--- config.mk ---
export PLATFORM = sky130hd
export DESIGN_NAME = tfw_mac
export DESIGN_NICKNAME = d
export VERILOG_FILES = /design/src/hdl/tfw_pkg.sv /design/src/hdl/tfw_mac.sv
export SDC_FILE = /design/constraint.sdc
export NUM_CORES = 1
export LEC_CHECK = 0
export ABC_AREA = 1
export BUFFER_PORTS_ARGS = -buffer_cell sky130_fd_sc_hd__buf_2
export CAP_MARGIN = 40
export CORE_ASPECT_RATIO = 0.7
export CORE_UTILIZATION = 40
export DETAILED_ROUTE_END_ITERATION = 8
export PLACE_DENSITY = 0.65
export SLEW_MARGIN = 20
export SYNTH_ARGS = -nofsm -noshare
export SYNTH_HDL_FRONTEND = slang
export SYNTH_SLANG_ARGS = --single-unit
--- constraint.sdc ---
create_clock -name vclk -period 9.4
set_input_delay 0.47 -clock vclk [all_inputs]
set_output_delay 0.47 -clock vclk [all_outputs]
set_load 0.05 [all_outputs]
--- src/hdl/tfw_pkg.sv ---
// Shared types, codes and helpers of the text and pixel framebuffer writer.
package tfw_pkg;

  localparam int unsigned GLYPH_WIDTH = 8;
  localparam int unsigned FONT_AW     = 12;
  localparam int unsigned ADDR_W      = 28;
  localparam int unsigned DATA_W      = 64;
  localparam int unsigned CFG_IDX_W   = 2;
  localparam int unsigned CFG_DATA_W  = 16;

  localparam logic [1:0] KIND_FONT  = 2'd0;
  localparam logic [1:0] KIND_CHAR  = 2'd1;
  localparam logic [1:0] KIND_PIXEL = 2'd2;

  localparam logic [CFG_IDX_W-1:0] REG_DISPLAY_MODE = 2'd0;
  localparam logic [CFG_IDX_W-1:0] REG_TEXT_COLUMNS = 2'd1;
  localparam logic [CFG_IDX_W-1:0] REG_LINE_PITCH   = 2'd2;
  localparam logic [CFG_IDX_W-1:0] REG_PIXEL_DEPTH  = 2'd3;

  localparam logic        RST_DISPLAY_MODE = 1'b0;
  localparam logic [7:0]  RST_TEXT_COLUMNS = 8'd80;
  localparam logic [15:0] RST_LINE_PITCH   = 16'd4096;
  localparam logic [1:0]  RST_PIXEL_DEPTH  = 2'd3;

  localparam logic       MODE_TEXT    = 1'b0;
  localparam logic       MODE_GRAPHIC = 1'b1;

  localparam logic [1:0] DEPTH_8  = 2'd0;
  localparam logic [1:0] DEPTH_16 = 2'd1;
  localparam logic [1:0] DEPTH_24 = 2'd2;
  localparam logic [1:0] DEPTH_32 = 2'd3;

  localparam logic [7:0] BYTE_LIT   = 8'hFF;
  localparam logic [7:0] BYTE_UNLIT = 8'h00;

  typedef enum logic [2:0] {
    ST_IDLE,
    ST_FETCH,
    ST_PAIR,
    ST_TEXT,
    ST_PIXEL
  } tfw_state_e;

  typedef struct packed {
    logic        display_mode;
    logic [7:0]  text_columns;
    logic [15:0] line_pitch;
    logic [1:0]  pixel_depth;
  } tfw_cfg_t;

  typedef struct packed {
    logic [11:0] a;
    logic [15:0] b;
    logic [15:0] c;
  } tfw_mac_req_t;

  typedef struct packed {
    logic               we;
    logic [FONT_AW-1:0] waddr;
    logic [7:0]         wdata;
    logic               re;
    logic [FONT_AW-1:0] raddr;
  } tfw_ram_req_t;

  // x times bytes per pixel
  function automatic logic [13:0] tfw_xscale(input logic [11:0] x, input logic [1:0] depth);
    logic [13:0] xe;
    logic [13:0] r;
    xe = {2'b00, x};
    unique case (depth)
      DEPTH_8:  r = xe;
      DEPTH_16: r = xe << 1;
      DEPTH_24: r = xe + (xe << 1);
      default:  r = xe << 2;
    endcase
    return r;
  endfunction

endpackage

--- src/hdl/tfw_mac.sv ---
// Shared multiply-add unit: a * b + c, wrapped to the address width.
module tfw_mac
  import tfw_pkg::*;
(
  input  tfw_mac_req_t       req_i,
  output logic [ADDR_W-1:0]  sum_o
);

  logic [ADDR_W-1:0] prod;

  assign prod  = ADDR_W'({16'b0, req_i.a} * {12'b0, req_i.b});
  assign sum_o = prod + ADDR_W'(req_i.c);

endmodule

==> summary.md, run 1 <==
| Metric | Value |
|---|---|
| Status | `finished, final reports clean` |
| Ant diodes | `0` |
| Nets | `1,476` |
| Minimum clock period | `5710 ps` |
| Average size of a mapped cell | `between 6 and 7 sq um` |
| Initial Utilization | `between 40% and 50%` |
| Most frequent cells in the layout | `inv_1, nand2_1, fa_1` |
| Core area | `between 15,000 and 20,000 sq um` |
| Setup_tns | `0 ps` |
| Post-route insts no fill | `1,444` |
| Hold crit path type | `in2out` |
| Mean number of vias per cell | `roughly 4.5` |
| Die W | `around 170 um` |
| Netlist cell types | `19` |
| Total track usage | `between 20% and 30%` |
| Initial antenna violation count | `0` |
| ANT nets after route | `0` |
| Pre-CTS setup slack | `3730 ps` |
| Final hold violations | `0` |
| Syn Nets | `1,442` |
| Fillers | `about 2,000` |
| Max-cap violations | `0` |
| Worst-path fanout max | `16` |
| DR WL/cell | `between 10 and 15 um` |
| Leading area contributor after synthesis | `fa_1` |
| Io pins | `72` |
| Final Cycle Share | `60.8%` |
| FP Rows | `42` |
| Storage cell area | `0 sq um` |
| Final Worst Setup Slack | `3690 ps` |
| Critical Path Source Type | `input port` |
| Dpl hpwl | `approximately 16,000 um` |
| Fmax | `175 MHz` |
| Post-synthesis sequential area ratio | `0%` |
| Post-CTS Resized | `0` |
| Pins Over Slew Limit | `0` |
| Sequential cell count | `0` |
| Die Ht | `between 100 and 150 um` |
| CP Data Required Time | `8930 ps` |
| Via count | `roughly 6,500` |
| Post-cts hold buffer count | `0` |
| Multi-input logic area | `roughly 6000 sq um` |
| Hold slack | `around 1400 ps` |
| # Post-CTS Setup Buffers | `0` |
| Routed WL | `around 19,000 um` |
| First-pass DRT Iterations | `5` |
| Iteration-0 DRC Markers | `between 300 and 400` |
| Gate Count Post-Synth | `~1,200` |
| I/O Buffers | `between 70 and 80` |
| Max_slew headroom | `71.4%` |
| Share of the synthesized area in the top cell type | `40.0%` |
| Most common cell after layout, fill and taps aside | `inv_1` |
| Synth area leaders | `fa_1, inv_1, nand2_1` |
| Final setup fails | `0` |
| Worst setup EP type | `primary output` |
| # placed instances | `about 1,400` |
| Yosys warnings | `0` |
| Synthesized area | `7760 sq um` |
| Layout area overhead | `6.61%` |
| Crit path kind | `in2out` |
| Layout cells sized above 1 | `between 7 and 8%` |
| Worst Path Arrival | `between 5000 and 6000 ps` |
| Global route overflow | `0` |
| Clock buffer count | `0` |
| Largest net degree at the start of global routing | `17` |
| Die ar. | `around 20,000 sq um` |
| Actual slew at the worst max-slew pin | `429 ps` |
| Residual DRC | `0` |
| Global-route wire length before repair | `about 33,000 um` |
| RD Place Congestion | `approximately 0.93` |
| Vias in the first global route | `just under 7,000` |
| RSZ-0062 raised after global routing | `no` |
-- metal layers --
layer / wire, um / global-route usage [%]
met5: 0 / 0
met4: 264 / 3.07
met3: 1140 / 2.14
met2: 8520 / 35.7
met1: 8640 / 28.0
-- cell families (layout without fill, tap and decap cells) --
kind of cell	Yosys count	in the layout	synth area share [%]
buffers and inverters	473	505	22.9
AND/OR/NAND/NOR	444	444	23.0
adder cells (fa/ha/maj)	228	228	51.8
XOR/XNOR	14	14	1.58
AO/OA/AOI/OAI	11	11	0.710
-- path summary, 6_finish.rpt --
| kind | cells after the start | end | startpoint |
|---|---|---|---|
| hold / removal | 3 | sum_o[0] | req_i[0] |
| setup / recovery | 19 | sum_o[15] | req_i[35] |
-- worst max-delay path, stage by stage --
cell     delay (ps)
buf_2           330
nand2_1         140
fa_1            610
fa_1            460
fa_1            560
inv_1            60
fa_1            480
inv_1            50
fa_1            470
inv_1            40
ha_1            370
nand2_2         100
nor2_2          190
nand3_1         120
nand2_2         170
nand2_1          70
nand2_1          70
xor2_1          190
buf_2           300
-- metrics by stage --
step | area, sq um | utilization (%)
finish | 8270 | 43.7
global route | 8270 | 43.7
CTS | 8270 | 43.7
detailed placement | 8270 | 43.7
global placement | 8270 | 43.7
floorplan | 7760 | -
-- Yosys cell counts, drive strengths merged --
cell type,instances
clkbuf,40
ha,73
nand4,7
nand3b,2
fa,155
nand2,376
a21oi,11
and2,1
nand3,23
nor3,1
or2,2
nor2,32
inv,433
xor2,14
-- layout make-up --
class | count | share of cell area, %
inverter | 433 | 19.7
multi-input combinational | 697 | 72.3
tap | 242 | 3.66
timing repair buffer | 72 | 4.36
Power of run 1 is not shown: default switching activity piles up to over one toggle a cycle in this logic, so the estimate is an artifact.
==> run 2, diff against run 1 <==
- ABC_AREA: 1 -> 0
- PLACE_DENSITY: 0.65 -> 0.68
- clock period: 9.4 -> 5 ns (I/O delays scaled with it)
==> run 2 against run 1 <==
The flow now finishes with violations (negative setup slack); flip-flop and latch count unchanged; utilization increased by 13 points; cell area rose by 19%; synthesized cell count down 26%; final cell count decreased by 12%; count of clock-buffer cells in the layout unchanged; die area is 8.0% lower; hold slack got worse by 470 ps; area after synthesis down 8.1%; largest cell class unchanged; routed wire length shrank 1.3%.
==> summary.md, run 2 <==
| Metric | Value |
|---|---|
| Average size of a mapped cell | `8.29 sq um` |
| Residual DRC | `0` |
| Failing checks | `negative setup slack` |
| Routed wl met2 | `around 7500 um` |
| Syn Nets | `1,132` |
| Vias in the first global route | `approximately 6,300` |
| Crit path kind | `in2out` |
| ANT nets after route | `0` |
| Post-Synth Adder-Cell Area | `56.3%` |
| I/O Buffers | `72` |
| Most frequent cells after synthesis | `inv_1, fa_1, and2_1` |
| Status | `finished, violations left` |
| Via count | `approximately 6,000` |
| Total track usage | `between 20% and 30%` |
| Sequential cell count | `0` |
| Synth Area in Simple Gates | `between 10% and 20%` |
| Max_slew headroom | `~57%` |
| Die ar. | `18,400 sq um` |
| RSZ-0062 raised after global routing | `yes` |
| Hold crit path type | `in2out` |
| Pins Over Slew Limit | `0` |
| Storage cell area | `0 sq um` |
| Die Ht | `114 um` |
| Final setup fails | `16` |
| Wire length on met3 | `roughly 1200 um` |
| Final Cycle Share | `106%` |
| Leading area contributor after synthesis | `fa_1` |
| Largest family of logic cells by synthesized area | `adder cells` |
| First-pass DRT Iterations | `5` |
| Max-cap violations | `0` |
| FP Rows | `40` |
| Largest net degree at the start of global routing | `16` |
| RD Place Congestion | `about 0.88` |
| Routed WL | `roughly 18,000 um` |
| Gate Count Post-Synth | `860` |
| Yosys warnings | `0` |
| Post-synthesis mux area share | `less than 1%` |
| Metal-1 WL | `9490 um` |
| Synth area leaders | `fa_1, inv_1, ha_1` |
| Nets | `around 1,300` |
| Synth Area in XOR/XNOR | `2.58%` |
| Multi-input logic area | `around 6800 sq um` |
| Worst setup EP type | `primary output` |
| CP Data Required Time | `between 4000 and 5000 ps` |
| Minimum clock period | `around 5300 ps` |
| Final hold violations | `0` |
| Clock buffer count | `0` |
| Top sig layer | `met4` |
| Share of the synthesized area in the top cell type | `a little over two fifths` |
| Core area | `between 15,000 and 20,000 sq um` |
| Fillers | `1,531` |
| Iteration-0 DRC Markers | `around 270` |
| Post-synthesis sequential area ratio | `0%` |
| Final Worst Setup Slack | `-304 ps` |
| Worst-path fanout max | `5` |
| Layout cells sized above 1 | `31.7%` |
| Die W | `approximately 160 um` |
| Global-route wire length before repair | `31,300 um` |
| Actual slew at the worst max-slew pin | `approximately 640 ps` |
| Top-count cell post-synth | `inv_1` |
| Ant diodes | `0` |
| Mean number of vias per cell | `between 4 and 5` |
| Global route overflow | `0` |
| Most common cell after layout, fill and taps aside | `inv_1` |
| Compound-Gate Fraction of Synth Area | `about 7.6%` |
| Initial Utilization | `between 40% and 50%` |
| Worst Path Arrival | `5050 ps` |
| Layout area overhead | `38.5%` |
| Netlist cell types | `46` |
| Fmax | `189 MHz` |
| DR WL/cell | `~14 um` |
| Most frequent cells in the layout | `inv_1, fa_1, buf_4` |
| Initial antenna violation count | `0` |
| Critical Path Source Type | `input port` |
| Synthesized area | `roughly 7100 sq um` |
| Dpl hpwl | `16,000 um` |
| Io pins | `72` |
| Pre-CTS setup slack | `-484 ps` |
[run 2: routing by layer]
metal	vias up	track usage, %
met5	-	0
li1	2873	-
met1	2808	33.4
met3	8	2.91
met4	0	1.32
met2	170	32.2
[run 2: critical path, cell delays in order]
cell and delay (ps):
buf_12 110, and2_4 150, fa_1 530, inv_1 50, fa_1 470, inv_1 50
fa_1 480, fa_1 490, inv_1 40, fa_1 490, inv_2 50, ha_4 230
a21o_1 180, a21o_1 220, a221oi_4 320, buf_6 170, a21boi_4 60, or2_4 260
o311ai_4 240, buf_6 200
[run 2: timing repair]
action / in CTS / in global routing
resized for setup: 166 / 37
gates cloned: 2 / 0
setup endpoints to repair: 19 / 19
setup buffers: 16 / 5
hold buffers: 0 / 0
pin swaps: 69 / 32
[run 2: path summary, 6_finish.rpt]
kind | depth (start not counted) | from | endpoint | slack (ps)
setup / recovery | 20 | req_i[32] | sum_o[20] | -300
hold / removal | 3 | req_i[0] | sum_o[0] | 940
[run 2: cell type report]
type	instances	share of cell area (%)
Multi-Input combinational cell	576	68.5
Tap cell	231	2.93
Inverter	248	9.43
Timing Repair Buffer	213	19.1
[run 2: logic make-up (layout without fill, tap and decap cells)]
group | Yosys count | after routing
AO/OA/AOI/OAI | 73 | 73
adder cells (fa/ha/maj) | 228 | 228
AND/OR/NAND/NOR | 252 | 252
XOR/XNOR | 21 | 21
buffers and inverters | 284 | 461
multiplexers | 2 | 2
[run 2: through the flow]
| stage | util (%) | area (sq um) | instances | setup TNS [ps] | hold WS, ps |
|---|---|---|---|---|---|
| floorplan | - | 7570 | 860 | -1010 | 878 |
| global placement | 51.5 | 8920 | 1248 | -6040 | 940 |
| detailed placement | 51.5 | 8920 | 1248 | -6730 | 941 |
| CTS | 56.0 | 9710 | 1264 | -2830 | 941 |
| global route | 57.0 | 9870 | 1268 | -5480 | 955 |
| finish | 57.0 | 9870 | 1268 | -3020 | 937 |
Power of run 2 is left out for the same reason.
