$ cat config.mk
export PLATFORM = sky130hd
export DESIGN_NAME = tfw_seq_flat
export DESIGN_NICKNAME = d
export VERILOG_FILES = /design/src/hdl/tfw_pkg.sv /design/src/hdl/tfw_if.sv /design/src/hdl/tfw_seq.sv /design/src/flat_wrapper.sv
export SDC_FILE = /design/constraint.sdc
export NUM_CORES = 1
export LEC_CHECK = 0
export ABC_AREA = 1
export BUFFER_PORTS_ARGS = -buffer_cell sky130_fd_sc_hd__buf_4
export CORE_MARGIN = 2
export CORE_UTILIZATION = 45
export DETAILED_ROUTE_END_ITERATION = 8
export GPL_TIMING_DRIVEN = 0
export PLACE_DENSITY = 0.79
export SYNTH_ARGS = -nofsm -noshare
export SYNTH_HDL_FRONTEND = slang
export SYNTH_SLANG_ARGS = --single-unit
$ cat constraint.sdc
create_clock -name clk_i -period 6.85 [get_ports clk_i]
set_input_delay 1.0275 -clock clk_i [delete_from_list [all_inputs] [get_ports clk_i]]
set_output_delay 1.0275 -clock clk_i [all_outputs]
set_load 0.05 [all_outputs]
$ cat src/hdl/tfw_pkg.sv
// Shared types, codes and helpers of the text and pixel framebuffer writer.
package tfw_pkg;

  localparam int unsigned GLYPH_WIDTH = 8;
  localparam int unsigned FONT_AW     = 12;
  localparam int unsigned ADDR_W      = 28;
  localparam int unsigned DATA_W      = 64;
  localparam int unsigned CFG_IDX_W   = 2;
  localparam int unsigned CFG_DATA_W  = 16;

  localparam logic [1:0] KIND_FONT  = 2'd0;
  localparam logic [1:0] KIND_CHAR  = 2'd1;
  localparam logic [1:0] KIND_PIXEL = 2'd2;

  localparam logic [CFG_IDX_W-1:0] REG_DISPLAY_MODE = 2'd0;
  localparam logic [CFG_IDX_W-1:0] REG_TEXT_COLUMNS = 2'd1;
  localparam logic [CFG_IDX_W-1:0] REG_LINE_PITCH   = 2'd2;
  localparam logic [CFG_IDX_W-1:0] REG_PIXEL_DEPTH  = 2'd3;

  localparam logic        RST_DISPLAY_MODE = 1'b0;
  localparam logic [7:0]  RST_TEXT_COLUMNS = 8'd80;
  localparam logic [15:0] RST_LINE_PITCH   = 16'd4096;
  localparam logic [1:0]  RST_PIXEL_DEPTH  = 2'd3;

  localparam logic       MODE_TEXT    = 1'b0;
  localparam logic       MODE_GRAPHIC = 1'b1;

  localparam logic [1:0] DEPTH_8  = 2'd0;
  localparam logic [1:0] DEPTH_16 = 2'd1;
  localparam logic [1:0] DEPTH_24 = 2'd2;
  localparam logic [1:0] DEPTH_32 = 2'd3;

  localparam logic [7:0] BYTE_LIT   = 8'hFF;
  localparam logic [7:0] BYTE_UNLIT = 8'h00;

  typedef enum logic [2:0] {
    ST_IDLE,
    ST_FETCH,
    ST_PAIR,
    ST_TEXT,
    ST_PIXEL
  } tfw_state_e;

  typedef struct packed {
    logic        display_mode;
    logic [7:0]  text_columns;
    logic [15:0] line_pitch;
    logic [1:0]  pixel_depth;
  } tfw_cfg_t;

  typedef struct packed {
    logic [11:0] a;
    logic [15:0] b;
    logic [15:0] c;
  } tfw_mac_req_t;

  typedef struct packed {
    logic               we;
    logic [FONT_AW-1:0] waddr;
    logic [7:0]         wdata;
    logic               re;
    logic [FONT_AW-1:0] raddr;
  } tfw_ram_req_t;

  // x times bytes per pixel
  function automatic logic [13:0] tfw_xscale(input logic [11:0] x, input logic [1:0] depth);
    logic [13:0] xe;
    logic [13:0] r;
    xe = {2'b00, x};
    unique case (depth)
      DEPTH_8:  r = xe;
      DEPTH_16: r = xe << 1;
      DEPTH_24: r = xe + (xe << 1);
      default:  r = xe << 2;
    endcase
    return r;
  endfunction

endpackage

$ cat src/hdl/tfw_if.sv
// Request and write channel interfaces of the framebuffer writer.
interface tfw_in_if;
  logic        valid;
  logic        ready;
  logic [1:0]  kind;
  logic [7:0]  char_code;
  logic [7:0]  text_row;
  logic [7:0]  text_col;
  logic [7:0]  attribute;
  logic [31:0] color;
  logic [11:0] pixel_x;
  logic [11:0] pixel_y;
  logic [11:0] font_index;
  logic [7:0]  font_byte;

  modport source (
    output valid, kind, char_code, text_row, text_col, attribute, color,
           pixel_x, pixel_y, font_index, font_byte,
    input  ready
  );
  modport sink (
    input  valid, kind, char_code, text_row, text_col, attribute, color,
           pixel_x, pixel_y, font_index, font_byte,
    output ready
  );
endinterface

interface tfw_out_if;
  logic        valid;
  logic        ready;
  logic [27:0] write_address;
  logic [63:0] write_data;
  logic [3:0]  byte_count;
  logic        last_write;

  modport source (
    output valid, write_address, write_data, byte_count, last_write,
    input  ready
  );
  modport sink (
    input  valid, write_address, write_data, byte_count, last_write,
    output ready
  );
endinterface

$ cat src/hdl/tfw_seq.sv
// Sequencer: takes requests, walks glyph pairs and holds the output beat.
module tfw_seq
  import tfw_pkg::*;
#(
  parameter int unsigned GLYPH_HEIGHT = 16,
  parameter int unsigned GLYPH_COUNT  = 256
) (
  input  logic              clk_i,
  input  logic              rst_ni,
  input  tfw_cfg_t          cfg_i,
  tfw_in_if.sink            req,
  tfw_out_if.source         wr,
  output tfw_mac_req_t      mac_o,
  input  logic [ADDR_W-1:0] mac_sum_i,
  output tfw_ram_req_t      ram_o,
  input  logic [7:0]        line_i
);

  localparam int unsigned DY_W = $clog2(GLYPH_HEIGHT);

  tfw_state_e state_q, state_d;

  logic [7:0]   code_q, row_q, col_q, attr_q;
  logic [31:0]  color_q;
  logic [11:0]  px_q, py_q;
  logic [11:0]  gy_q, gy_d;
  logic [FONT_AW-1:0] fptr_q, fptr_d;
  logic [DY_W-1:0] dy_q, dy_d;
  logic [1:0]   pair_q, pair_d;

  logic         accept;
  logic         load_ok;
  logic         emit;
  logic         last_line;
  logic [7:0]   code_w;
  logic [2:0]   bpp;
  logic         lit0, lit1;
  logic [7:0]   byte0, byte1;
  logic [63:0]  pair_data;
  logic [63:0]  pix_data;
  logic [63:0]  beat_data;
  logic [3:0]   beat_count;
  logic         beat_last;

  logic         out_valid_q;
  logic [ADDR_W-1:0] out_addr_q;
  logic [DATA_W-1:0] out_data_q;
  logic [3:0]   out_count_q;
  logic         out_last_q;

  function automatic int unsigned row_in_h(input logic [7:0] row);
    return int'(row) * GLYPH_HEIGHT;
  endfunction

  assign accept    = req.valid && req.ready;
  assign load_ok   = !out_valid_q || wr.ready;
  assign last_line = (dy_q == DY_W'(GLYPH_HEIGHT - 1));
  assign bpp       = {1'b0, cfg_i.pixel_depth} + 3'd1;
  assign code_w    = ({1'b0, req.char_code} >= 9'(GLYPH_COUNT))
                   ? req.char_code - 8'(GLYPH_COUNT) : req.char_code;

  assign lit0  = line_i[{~pair_q, 1'b1}];
  assign lit1  = line_i[{~pair_q, 1'b0}];
  assign byte0 = lit0 ? BYTE_LIT : BYTE_UNLIT;
  assign byte1 = lit1 ? BYTE_LIT : BYTE_UNLIT;

  always_comb begin
    for (int i = 0; i < 8; i++) begin
      if (4'(i) < {1'b0, bpp}) begin
        pair_data[8*i +: 8] = byte0;
      end else if (4'(i) < {bpp, 1'b0}) begin
        pair_data[8*i +: 8] = byte1;
      end else begin
        pair_data[8*i +: 8] = 8'h00;
      end
    end
  end

  always_comb begin
    unique case (cfg_i.pixel_depth)
      DEPTH_8:  pix_data = {56'b0, BYTE_LIT};
      DEPTH_16: pix_data = {48'b0, color_q[23:19], color_q[15:10], color_q[7:3]};
      DEPTH_24: pix_data = {40'b0, color_q[23:0]};
      default:  pix_data = {32'b0, color_q};
    endcase
  end

  // next state
  always_comb begin
    state_d = state_q;
    unique case (state_q)
      ST_IDLE: begin
        if (accept) begin
          if (req.kind == KIND_CHAR) begin
            state_d = (cfg_i.display_mode == MODE_GRAPHIC) ? ST_FETCH : ST_TEXT;
          end else if (req.kind == KIND_PIXEL) begin
            state_d = ST_PIXEL;
          end
        end
      end
      ST_FETCH: state_d = ST_PAIR;
      ST_PAIR: begin
        if (load_ok && pair_q == 2'd3 && last_line) begin
          state_d = ST_IDLE;
        end
      end
      ST_TEXT, ST_PIXEL: begin
        if (load_ok) begin
          state_d = ST_IDLE;
        end
      end
      default: state_d = ST_IDLE;
    endcase
  end

  // outputs
  always_comb begin
    req.ready   = (state_q == ST_IDLE);
    emit        = 1'b0;
    ram_o.we    = accept && (req.kind == KIND_FONT);
    ram_o.waddr = req.font_index;
    ram_o.wdata = req.font_byte;
    ram_o.re    = 1'b0;
    ram_o.raddr = fptr_q;
    mac_o.a     = gy_q;
    mac_o.b     = cfg_i.line_pitch;
    mac_o.c     = {2'b0, tfw_xscale({1'b0, col_q, pair_q, 1'b0}, cfg_i.pixel_depth)};
    beat_data   = pair_data;
    beat_count  = {bpp, 1'b0};
    beat_last   = (pair_q == 2'd3) && last_line;
    gy_d        = gy_q;
    fptr_d      = fptr_q;
    dy_d        = dy_q;
    pair_d      = pair_q;
    unique case (state_q)
      ST_IDLE: begin
        gy_d   = 12'(row_in_h(req.text_row));
        fptr_d = FONT_AW'(code_w * GLYPH_HEIGHT);
        dy_d   = '0;
        pair_d = '0;
      end
      ST_FETCH: begin
        ram_o.re = 1'b1;
        fptr_d   = fptr_q + FONT_AW'(1);
      end
      ST_PAIR: begin
        if (load_ok) begin
          emit   = 1'b1;
          pair_d = pair_q + 2'd1;
          if (pair_q == 2'd3) begin
            ram_o.re = 1'b1;
            fptr_d   = fptr_q + FONT_AW'(1);
            dy_d     = dy_q + DY_W'(1);
            gy_d     = gy_q + 12'd1;
          end
        end
      end
      ST_TEXT: begin
        emit       = load_ok;
        mac_o.a    = {4'b0, row_q};
        mac_o.b    = {7'b0, cfg_i.text_columns, 1'b0};
        mac_o.c    = {7'b0, col_q, 1'b0};
        beat_data  = {48'b0, attr_q, code_q};
        beat_count = 4'd2;
        beat_last  = 1'b1;
      end
      ST_PIXEL: begin
        emit       = load_ok;
        mac_o.a    = py_q;
        mac_o.c    = {2'b0, tfw_xscale(px_q, cfg_i.pixel_depth)};
        beat_data  = pix_data;
        beat_count = {1'b0, bpp};
        beat_last  = 1'b1;
      end
      default: ;
    endcase
  end

  always_ff @(posedge clk_i or negedge rst_ni) begin
    if (!rst_ni) begin
      state_q     <= ST_IDLE;
      out_valid_q <= 1'b0;
      dy_q        <= '0;
      pair_q      <= '0;
    end else begin
      state_q <= state_d;
      dy_q    <= dy_d;
      pair_q  <= pair_d;
      if (emit) begin
        out_valid_q <= 1'b1;
      end else if (wr.ready) begin
        out_valid_q <= 1'b0;
      end
    end
  end

  always_ff @(posedge clk_i) begin
    gy_q   <= gy_d;
    fptr_q <= fptr_d;
    if (accept) begin
      code_q  <= req.char_code;
      row_q   <= req.text_row;
      col_q   <= req.text_col;
      attr_q  <= req.attribute;
      color_q <= req.color;
      px_q    <= req.pixel_x;
      py_q    <= req.pixel_y;
    end
    if (emit) begin
      out_addr_q  <= mac_sum_i;
      out_data_q  <= beat_data;
      out_count_q <= beat_count;
      out_last_q  <= beat_last;
    end
  end

  assign wr.valid         = out_valid_q;
  assign wr.write_address = out_addr_q;
  assign wr.write_data    = out_data_q;
  assign wr.byte_count    = out_count_q;
  assign wr.last_write    = out_last_q;

endmodule

$ cat src/flat_wrapper.sv
// flat-port wrapper written by rule: the top's interface ports become plain ports
module tfw_seq_flat import tfw_pkg::*;
#(
  parameter int unsigned GLYPH_HEIGHT = 16,
  parameter int unsigned GLYPH_COUNT  = 256
)
  (clk_i, rst_ni, cfg_i, mac_o, mac_sum_i, ram_o, line_i, req_valid, req_kind, req_char_code, req_text_row, req_text_col, req_attribute, req_color, req_pixel_x, req_pixel_y, req_font_index, req_font_byte, req_ready, wr_valid, wr_write_address, wr_write_data, wr_byte_count, wr_last_write, wr_ready);
  tfw_in_if req_i ();
  tfw_out_if wr_i ();
  input  logic clk_i;
  input  logic rst_ni;
  input  tfw_cfg_t cfg_i;
  output tfw_mac_req_t mac_o;
  input  logic [ADDR_W-1:0] mac_sum_i;
  output tfw_ram_req_t ram_o;
  input  logic [7:0] line_i;
  input wire logic [$bits(req_i.valid)-1:0] req_valid;
  input wire logic [$bits(req_i.kind)-1:0] req_kind;
  input wire logic [$bits(req_i.char_code)-1:0] req_char_code;
  input wire logic [$bits(req_i.text_row)-1:0] req_text_row;
  input wire logic [$bits(req_i.text_col)-1:0] req_text_col;
  input wire logic [$bits(req_i.attribute)-1:0] req_attribute;
  input wire logic [$bits(req_i.color)-1:0] req_color;
  input wire logic [$bits(req_i.pixel_x)-1:0] req_pixel_x;
  input wire logic [$bits(req_i.pixel_y)-1:0] req_pixel_y;
  input wire logic [$bits(req_i.font_index)-1:0] req_font_index;
  input wire logic [$bits(req_i.font_byte)-1:0] req_font_byte;
  output wire logic [$bits(req_i.ready)-1:0] req_ready;
  output wire logic [$bits(wr_i.valid)-1:0] wr_valid;
  output wire logic [$bits(wr_i.write_address)-1:0] wr_write_address;
  output wire logic [$bits(wr_i.write_data)-1:0] wr_write_data;
  output wire logic [$bits(wr_i.byte_count)-1:0] wr_byte_count;
  output wire logic [$bits(wr_i.last_write)-1:0] wr_last_write;
  input wire logic [$bits(wr_i.ready)-1:0] wr_ready;
  assign req_i.valid = req_valid;
  assign req_i.kind = req_kind;
  assign req_i.char_code = req_char_code;
  assign req_i.text_row = req_text_row;
  assign req_i.text_col = req_text_col;
  assign req_i.attribute = req_attribute;
  assign req_i.color = req_color;
  assign req_i.pixel_x = req_pixel_x;
  assign req_i.pixel_y = req_pixel_y;
  assign req_i.font_index = req_font_index;
  assign req_i.font_byte = req_font_byte;
  assign req_ready = req_i.ready;
  assign wr_valid = wr_i.valid;
  assign wr_write_address = wr_i.write_address;
  assign wr_write_data = wr_i.write_data;
  assign wr_byte_count = wr_i.byte_count;
  assign wr_last_write = wr_i.last_write;
  assign wr_i.ready = wr_ready;
  tfw_seq #(.GLYPH_HEIGHT(GLYPH_HEIGHT), .GLYPH_COUNT(GLYPH_COUNT)) u_core (.clk_i(clk_i), .rst_ni(rst_ni), .cfg_i(cfg_i), .req(req_i), .wr(wr_i), .mac_o(mac_o), .mac_sum_i(mac_sum_i), .ram_o(ram_o), .line_i(line_i));
endmodule
==> flow_summary.toml, run 1 <==
[logic_synthesis]
yosys_warnings = 0
synthArstFlopShare = 0.0524
synth_mux_area_frac = 0
yosys_most_used_dff = "edfxtp_1"
synth_fa_ha_area_frac = 0.0441
synth.yosys.seq_area_share = 0.569
ys_ff_latch = 191
synthSimpleGateAreaFrac = 0.207
synth_top_family_by_area = "simple AND/OR/NAND/NOR gates"
synth_compound_area_frac = 0.0855
synth_cell_types = 44
avgSynthCellArea_um2 = 9.59
synth.cell_area_um2 = 9990
synth_xor_area_frac = 0.00789
synth_cells = 1042
synth-edff-count = 181

[worst_setup_path]
slowest_stage = "nor2_2"
crit_arrival_ns = 3.06
cpPeakStageDelay_ns = 0.42
path_max_fanout = 10
critPathRequiredTime_ns = 5.82
crit_chain = "buf_4 -> inv_1 -> ha_1 -> clkbuf_2 -> inv_1 -> nor2_2 -> inv_1 -> nor2_1 -> a221oi_1 -> nand2_1 -> nand2_1 -> nand2_1 -> buf_4"
critPathLaunchType = "input port"
critPathKind = "input port to output pin"
reg2reg_slack_ns = 4.32
critical_path.endpoint_type = "output pin"
r2r_cells = 5

[timing]
fin_tns_setup_ns = 0
slew_viol_final = 0
fin_crit_sh = 0.596
max_slew_margin = 0.336
clock.fmax_mhz = 245
finalHoldViolations = 0
worstMarginPinSlew_ns = 0.994
finalCriticalPeriod_ns = 4.08
clock_skew_ns = 0.0125
setup_viol = 0
rsz0062_at_grt = "false"

[route]
wl_um = 30300
drt-vias-per-instance = 5.23
route.detailed.drc = 0
routedWlPerCell_um = 17.9
drt_iter0_drc = 547
antenna_left = 0
via_count = 8838
dr.pass1.iters = 5

[cells_and_area]
final_layout_size_suffix_gt1_frac = 0.326
fill_cells = 1808
final_common_cell = "buf_4"
multi_input_area_um2 = 3460
area_growth_pct = 35.6
final_cell_mix = "buf_4 (383), nand2_1 (312), edfxtp_1 (181), inv_1 (89), nor2_1 (76)"
ff_latch_area_um2 = 5690
n_antenna_cell = 0
fin_nets = 1609
fin_util = 0.621

[global_routing]
grt_pass1_vias = 8599
antenna_found_initial = 0
grt_max_degree = 33
grt_use_total = 0.254
grt_pass1_wl_um = 46300
grt.overflow.total = 0

[cts]
cts_setup_buffers = 0
cts_root_buf = "clkbuf_16"
clk_latency_ns = 0.44
cts_buffer_depth = 2
cts_sinks = 191
hold_buffers = 0
cts_tree = "built"
clkSlewWorstSetupHoldPaths_ns = 0.08
cts_buffers = 17
htreeDepth = 4
cts_resized = 0

[floorplan]
die_area_um2 = 23400
die_w_um = 153
coreArea_um2 = 21800
die_h_um = 153
start_util = 0.458
num_rows = 54
pin_count = 354

[power_and_ir_drop]
power_leakage_nw = 6.16
ir_drop_v = 0.000409
power.density_nw_per_um2 = 539

[placed_design]
detailed_place_hpwl_um = 23200
portBuffers = 331
routabilityCongestion = 0.932

[worst_hold_path]
hold_class = "input port to asynchronous set/reset pin"

[job]
cap_violations = 0

[status]
status = "complete, no violations"
[flip-flops by register name (all words and copies together) (netlist names)]
signal                   flops
u_core.wr.byte_count         4
u_core.wr.write_address     28
u_core.wr.valid              1
u_core.px_q                 12
u_core.col_q                 8
u_core.row_q                 8
u_core.attr_q                8
u_core.fptr_q               12
u_core.py_q                 12
u_core.gy_q                 12
u_core.state_q               3
u_core.wr.last_write         1
u_core.color_q              32
u_core.wr.write_data        36
u_core.code_q                8
u_core.pair_q                2
u_core.dy_q                  4
[cell type report]
cell class                      count  area share
Sequential cell                   191       0.419
Multi-Input combinational cell    677       0.255
Timing Repair Buffer              336       0.190
Buffer                             77      0.0367
Clock buffer                       17      0.0314
Inverter                           98      0.0271
Tap cell                          280      0.0258
Clock inverter                     15      0.0142
[cells in the mapped netlist, types with 5 or more instances]
library cell	count	share of area
a21oi_1	40	0.020
a221oi_1	11	0.0096
a32oi_1	5	0.0044
buf_2	12	0.0060
buf_4	51	0.038
clkbuf_1	8	0.0030
dfrtp_1	10	0.025
edfxtp_1	181	0.54
ha_1	32	0.040
inv_1	89	0.033
inv_2	9	0.0034
nand2_1	312	0.12
nand3_1	73	0.037
nand4_1	12	0.0075
nor2_1	78	0.029
nor2_2	5	0.0031
o211ai_1	15	0.011
o21ai_0	32	0.016
o21ai_1	5	0.0025
o21bai_1	5	0.0038
o31ai_1	6	0.0045
xnor2_1	7	0.0061
[final timing paths]
kind / startpoint / end
max: cfg_i[1] / mac_o[9]
min: rst_ni / u_core.wr.valid$_DFFE_PN0P_
max reg2reg: u_core.state_q[0]$_DFFE_PN0P_ / u_core.color_q[15]$_DFFE_PP_
min reg2reg: u_core.dy_q[3]$_DFFE_PN0P_ / u_core.dy_q[3]$_DFFE_PN0P_
max in group asynchronous: rst_ni / u_core.dy_q[3]$_DFFE_PN0P_
min in group clk_i: u_core.dy_q[3]$_DFFE_PN0P_ / u_core.dy_q[3]$_DFFE_PN0P_
[cells by family (layout without fill, tap and decap cells)]
family / count (synthesis) / after routing
AND/OR/NAND/NOR: 497 / 497
other: 1 / 2
XOR/XNOR: 9 / 9
buffers and inverters: 175 / 543
AO/OA/AOI/OAI: 135 / 135
flip-flops: 191 / 191
adder cells (fa/ha/maj): 34 / 34
[routing by layer]
layer	share of wire	global-route usage	vias up
met2	0.50	0.446	438
met4	0.036	0.110	0
met3	0.071	0.0499	68
met1	0.39	0.304	4113
li1	-	-	4219
met5	0	0	-
[power by group]
| part | total, mW | switching [mW] | internal (mW) |
|---|---|---|---|
| registers | 2.17 | 0.259 | 1.91 |
| logic | 4.12 | 2.95 | 1.17 |
| clock network | 1.03 | 0.498 | 0.528 |
| total | 7.31 | 3.71 | 3.60 |
[worst max-delay path: cells and delay by family]
family | cells | cell delay, ns
buffers and inverters | 6 | 1.00
and+or+nand+nor | 5 | 0.82
AOI/OAI and AO/OA | 1 | 0.06
adders and majority gates | 1 | 0.16
[stage by stage]
step / cell area, um2 / setup slack, ns / hold WS [ns] / cells / power (mW)
6_report: 13600 / 2.77 / 0.405 / 1691 / 7.31
5_1_grt: 13600 / 2.60 / 0.397 / 1691 / 7.66
4_1_cts: 13600 / 2.81 / 0.399 / 1691 / 7.33
3_5_place_dp: 12900 / 2.83 / 0.464 / 1659 / 6.30
3_3_place_gp: 12800 / -0.153 / 0.459 / 1654 / 6.22
2_1_floorplan: 10000 / 1.60 / 0.440 / 1043 / 4.99
Power figures use the tool's default switching activity.
==> inputs of run 2 (changes only) <==
- ABC_AREA: 1 -> 0
- PLACE_DENSITY: 0.79 -> 0.83
- clock period: 6.85 -> 3.29 ns (I/O delays scaled with it)
==> run 2 against run 1 <==
  * The run now ends with negative setup slack left
  * Largest power group unchanged
  * Highest routed layer unchanged
  * Critical path type is now register to output pin
  * Critical endpoint is now mac_o[11]
  * Clock power rose by 100%
  * Synthesized cell count is 20% lower
  * Global-route usage shrank 0.58 points
  * Register-to-register slack lost 4.0 ns
  * Sequential power is 99% higher
  * Via count down 6.2%
  * Clock skew increased by 0.0031 ns
  * Utilization rose by 2.4 points
  * Flip-flop and latch count unchanged
==> flow_summary.toml, run 2 <==
[global_routing]
grt_max_degree = 53
grt_pass1_vias = 7800
antenna_found_initial = 0
grt_use_total = 0.248
grt_pass1_wl_um = 42600
grt.overflow.total = 0

[power_and_ir_drop]
ir_drop_v = 0.000763
power.total_mw = 14.1
power_leakage_nw = 5.72
power.density_nw_per_um2 = 1040

[cells_and_area]
n_antenna_cell = 0
area_growth_pct = 39.5
final_cell_mix = "buf_4 (391), edfxtp_1 (181), nand2_1 (83), nor2_1 (55), a21oi_1 (48)"
final_layout_size_suffix_gt1_frac = 0.401
fill_cells = 1630
multi_input_area_um2 = 3660
fin_nets = 1412
largest_reg_flops = 36
ff_latch_area_um2 = 5690
final_common_cell = "buf_4"
stdcell_count = 1489

[cts]
cts_sinks = 191
cts_root_buf = "clkbuf_16"
cts_buffers = 17
cts_tree = "built"
htreeDepth = 4
clk_latency_ns = 0.43
cts_buffer_depth = 2
clkSlewWorstSetupHoldPaths_ns = 0.08

[logic_synthesis]
synth_top_family_by_area = "compound AO/OA/AOI/OAI gates"
synth_compound_area_frac = 0.147
synth_cells = 830
synth_top_cells_by_area = "edfxtp_1 (56%), ha_1 (4.1%), buf_4 (4.0%)"
ys_ff_latch = 191
synthArstFlopShare = 0.0524
synth_fa_ha_area_frac = 0.0451
synth_cell_types = 62
yosys_most_used_dff = "edfxtp_1"
yosys.area.top_type = "edfxtp_1"
avgSynthCellArea_um2 = 11.8
synth_top_area_frac = 0.556
synthTopCellsByCount = "edfxtp_1 (181), nand2_1 (83), nor2_1 (56)"
yosys_warnings = 0
synth_mux_area_frac = 0.0201
synth_xor_area_frac = 0.0332
synthSimpleGateAreaFrac = 0.110
synth-edff-count = 181
synth.yosys.seq_area_share = 0.582
synth.cell_area_um2 = 9770
synth_most_common_cell = "edfxtp_1"

[timing]
finalHoldViolations = 0
rsz0062_at_grt = "true"
finalCriticalPeriod_ns = 3.38
clock_skew_ns = 0.0156
setup_ws_ns = -0.0888
slew_viol_final = 0
fin_crit_sh = 1.03
clock.fmax_mhz = 296
max_slew_margin = 0.165
worstMarginPinSlew_ns = 1.25
setup_viol = 5

[floorplan]
coreArea_um2 = 21200
die_area_um2 = 22900
die_h_um = 151
pin_count = 354
start_util = 0.462
die_w_um = 151
num_rows = 53

[worst_setup_path]
path_max_fanout = 3
crit_buf_inv = 3
slowest_stage = "edfxtp_1"
critPathLaunchType = "register"
critPathKind = "register to output pin"
critical_path.endpoint_type = "output pin"
cpPeakStageDelay_ns = 0.43
crit_chain = "buf_6 -> buf_6 -> fa_2 -> a211o_1 -> a21oi_4 -> o22ai_2 -> xnor2_1 -> a21oi_1 -> o221ai_2 -> buf_6"
critPathRequiredTime_ns = 2.80
critPathTopFamily = "compound AO/OA/AOI/OAI gates"
crit_arrival_ns = 2.89
crit_path_frequent_cell = "buf_6"
reg2reg_slack_ns = 0.36

[worst_hold_path]
hold_class = "input port to register"

[placed_design]
portBuffers = 331
detailed_place_hpwl_um = 22200
dp_cells = 1440
routabilityCongestion = 0.946

[status]
status = "finished with violations"
violations = "negative setup slack"

[route]
wl_um = 30000
via_count = 8290
antenna_left = 0
drt_iter0_drc = 655
drt-vias-per-instance = 5.57
route.detailed.drc = 0
dr.pass1.iters = 7
routedWlPerCell_um = 20.1

[job]
cap_violations = 0
==> run 2: kinds of logic after synthesis <==
family	after synthesis
AOI/OAI and AO/OA	215
other	1
muxes	16
and+or+nand+nor	229
adders and majority gates	34
DFF	191
xor gates and xnor gates	37
buffers and inverters	107
==> run 2: report_power, final <==
part	switching [mW]	leakage (nW)	internal (mW)	total (mW)
Combinational	5.25	3.57	2.47	7.72
Clock	1.00	0.291	1.09	2.09
Sequential	0.486	1.85	3.84	4.32
==> run 2: area by class of cell <==
class	count	area share
Clock inverter	14	0.0128
Sequential cell	191	0.417
Timing Repair Buffer	351	0.200
Inverter	17	0.00468
Tap cell	275	0.0252
Multi-Input combinational cell	533	0.268
Clock buffer	18	0.0315
Buffer	90	0.0400
==> run 2: stage by stage <==
step	hold WS, ns	utilization	worst slack [ns]	cell area (um2)	TNS, ns
after floorplan	0.198	-	0.0384	9790	0
after global placement	0.334	0.596	-0.377	12600	-25.68
after detailed placement	0.340	0.600	0.0208	12700	0
after CTS	0.219	0.641	-0.0627	13600	-0.159
after global routing	0.209	0.645	-0.170	13600	-0.788
final	0.231	0.645	-0.0888	13600	-0.294
==> run 2: path summary, 6_finish.rpt <==
| kind | endpoint | start | cells past startpoint |
|---|---|---|---|
| setup / recovery | mac_o[11] | u_core.px_q[2]$_DFFE_PP_ | 10 |
| hold / removal | u_core.wr.write_address[9]$_DFFE_PP_ | mac_sum_i[9] | 1 |
| setup reg to reg | u_core.dy_q[3]$_DFFE_PN0P_ | u_core.state_q[1]$_DFFE_PN0P_ | 7 |
| hold reg to reg | u_core.wr.write_data[30]$_DFFE_PP_ | u_core.color_q[30]$_DFFE_PP_ | 1 |
| max in group asynchronous | u_core.pair_q[0]$_DFFE_PN0P_ | rst_ni | 2 |
| min in group asynchronous | u_core.wr.valid$_DFFE_PN0P_ | rst_ni | 2 |
==> run 2: repair_timing <==
| action | CTS | global route |
|---|---|---|
| setup endpoints to repair | 8 | 16 |
| gates resized for setup | 31 | 14 |
| setup buffers | 15 | 1 |
| hold buffers | 1 | 0 |
| pin swaps | 18 | 6 |
| endpoints found under the hold margin | 10 | 0 |
==> run 2: worst reg2reg max path: cells and delay by family, from the launching register on <==
| kind | cells | cell delay (ns) |
|---|---|---|
| AO/OA/AOI/OAI | 1 | 0.20 |
| buffers and inverters | 1 | 0.20 |
| XOR/XNOR | 1 | 0.20 |
| flip-flops | 1 | 0.44 |
| AND/OR/NAND/NOR | 4 | 1.76 |
==> run 2: routing by layer <==
layer	vias to the layer above	GRT usage	wire length [um]
met5	-	0	0
met4	0	0.101	1090
met3	88	0.0497	2490
met2	495	0.432	15000
met1	3893	0.302	11400
li1	3814	-	-
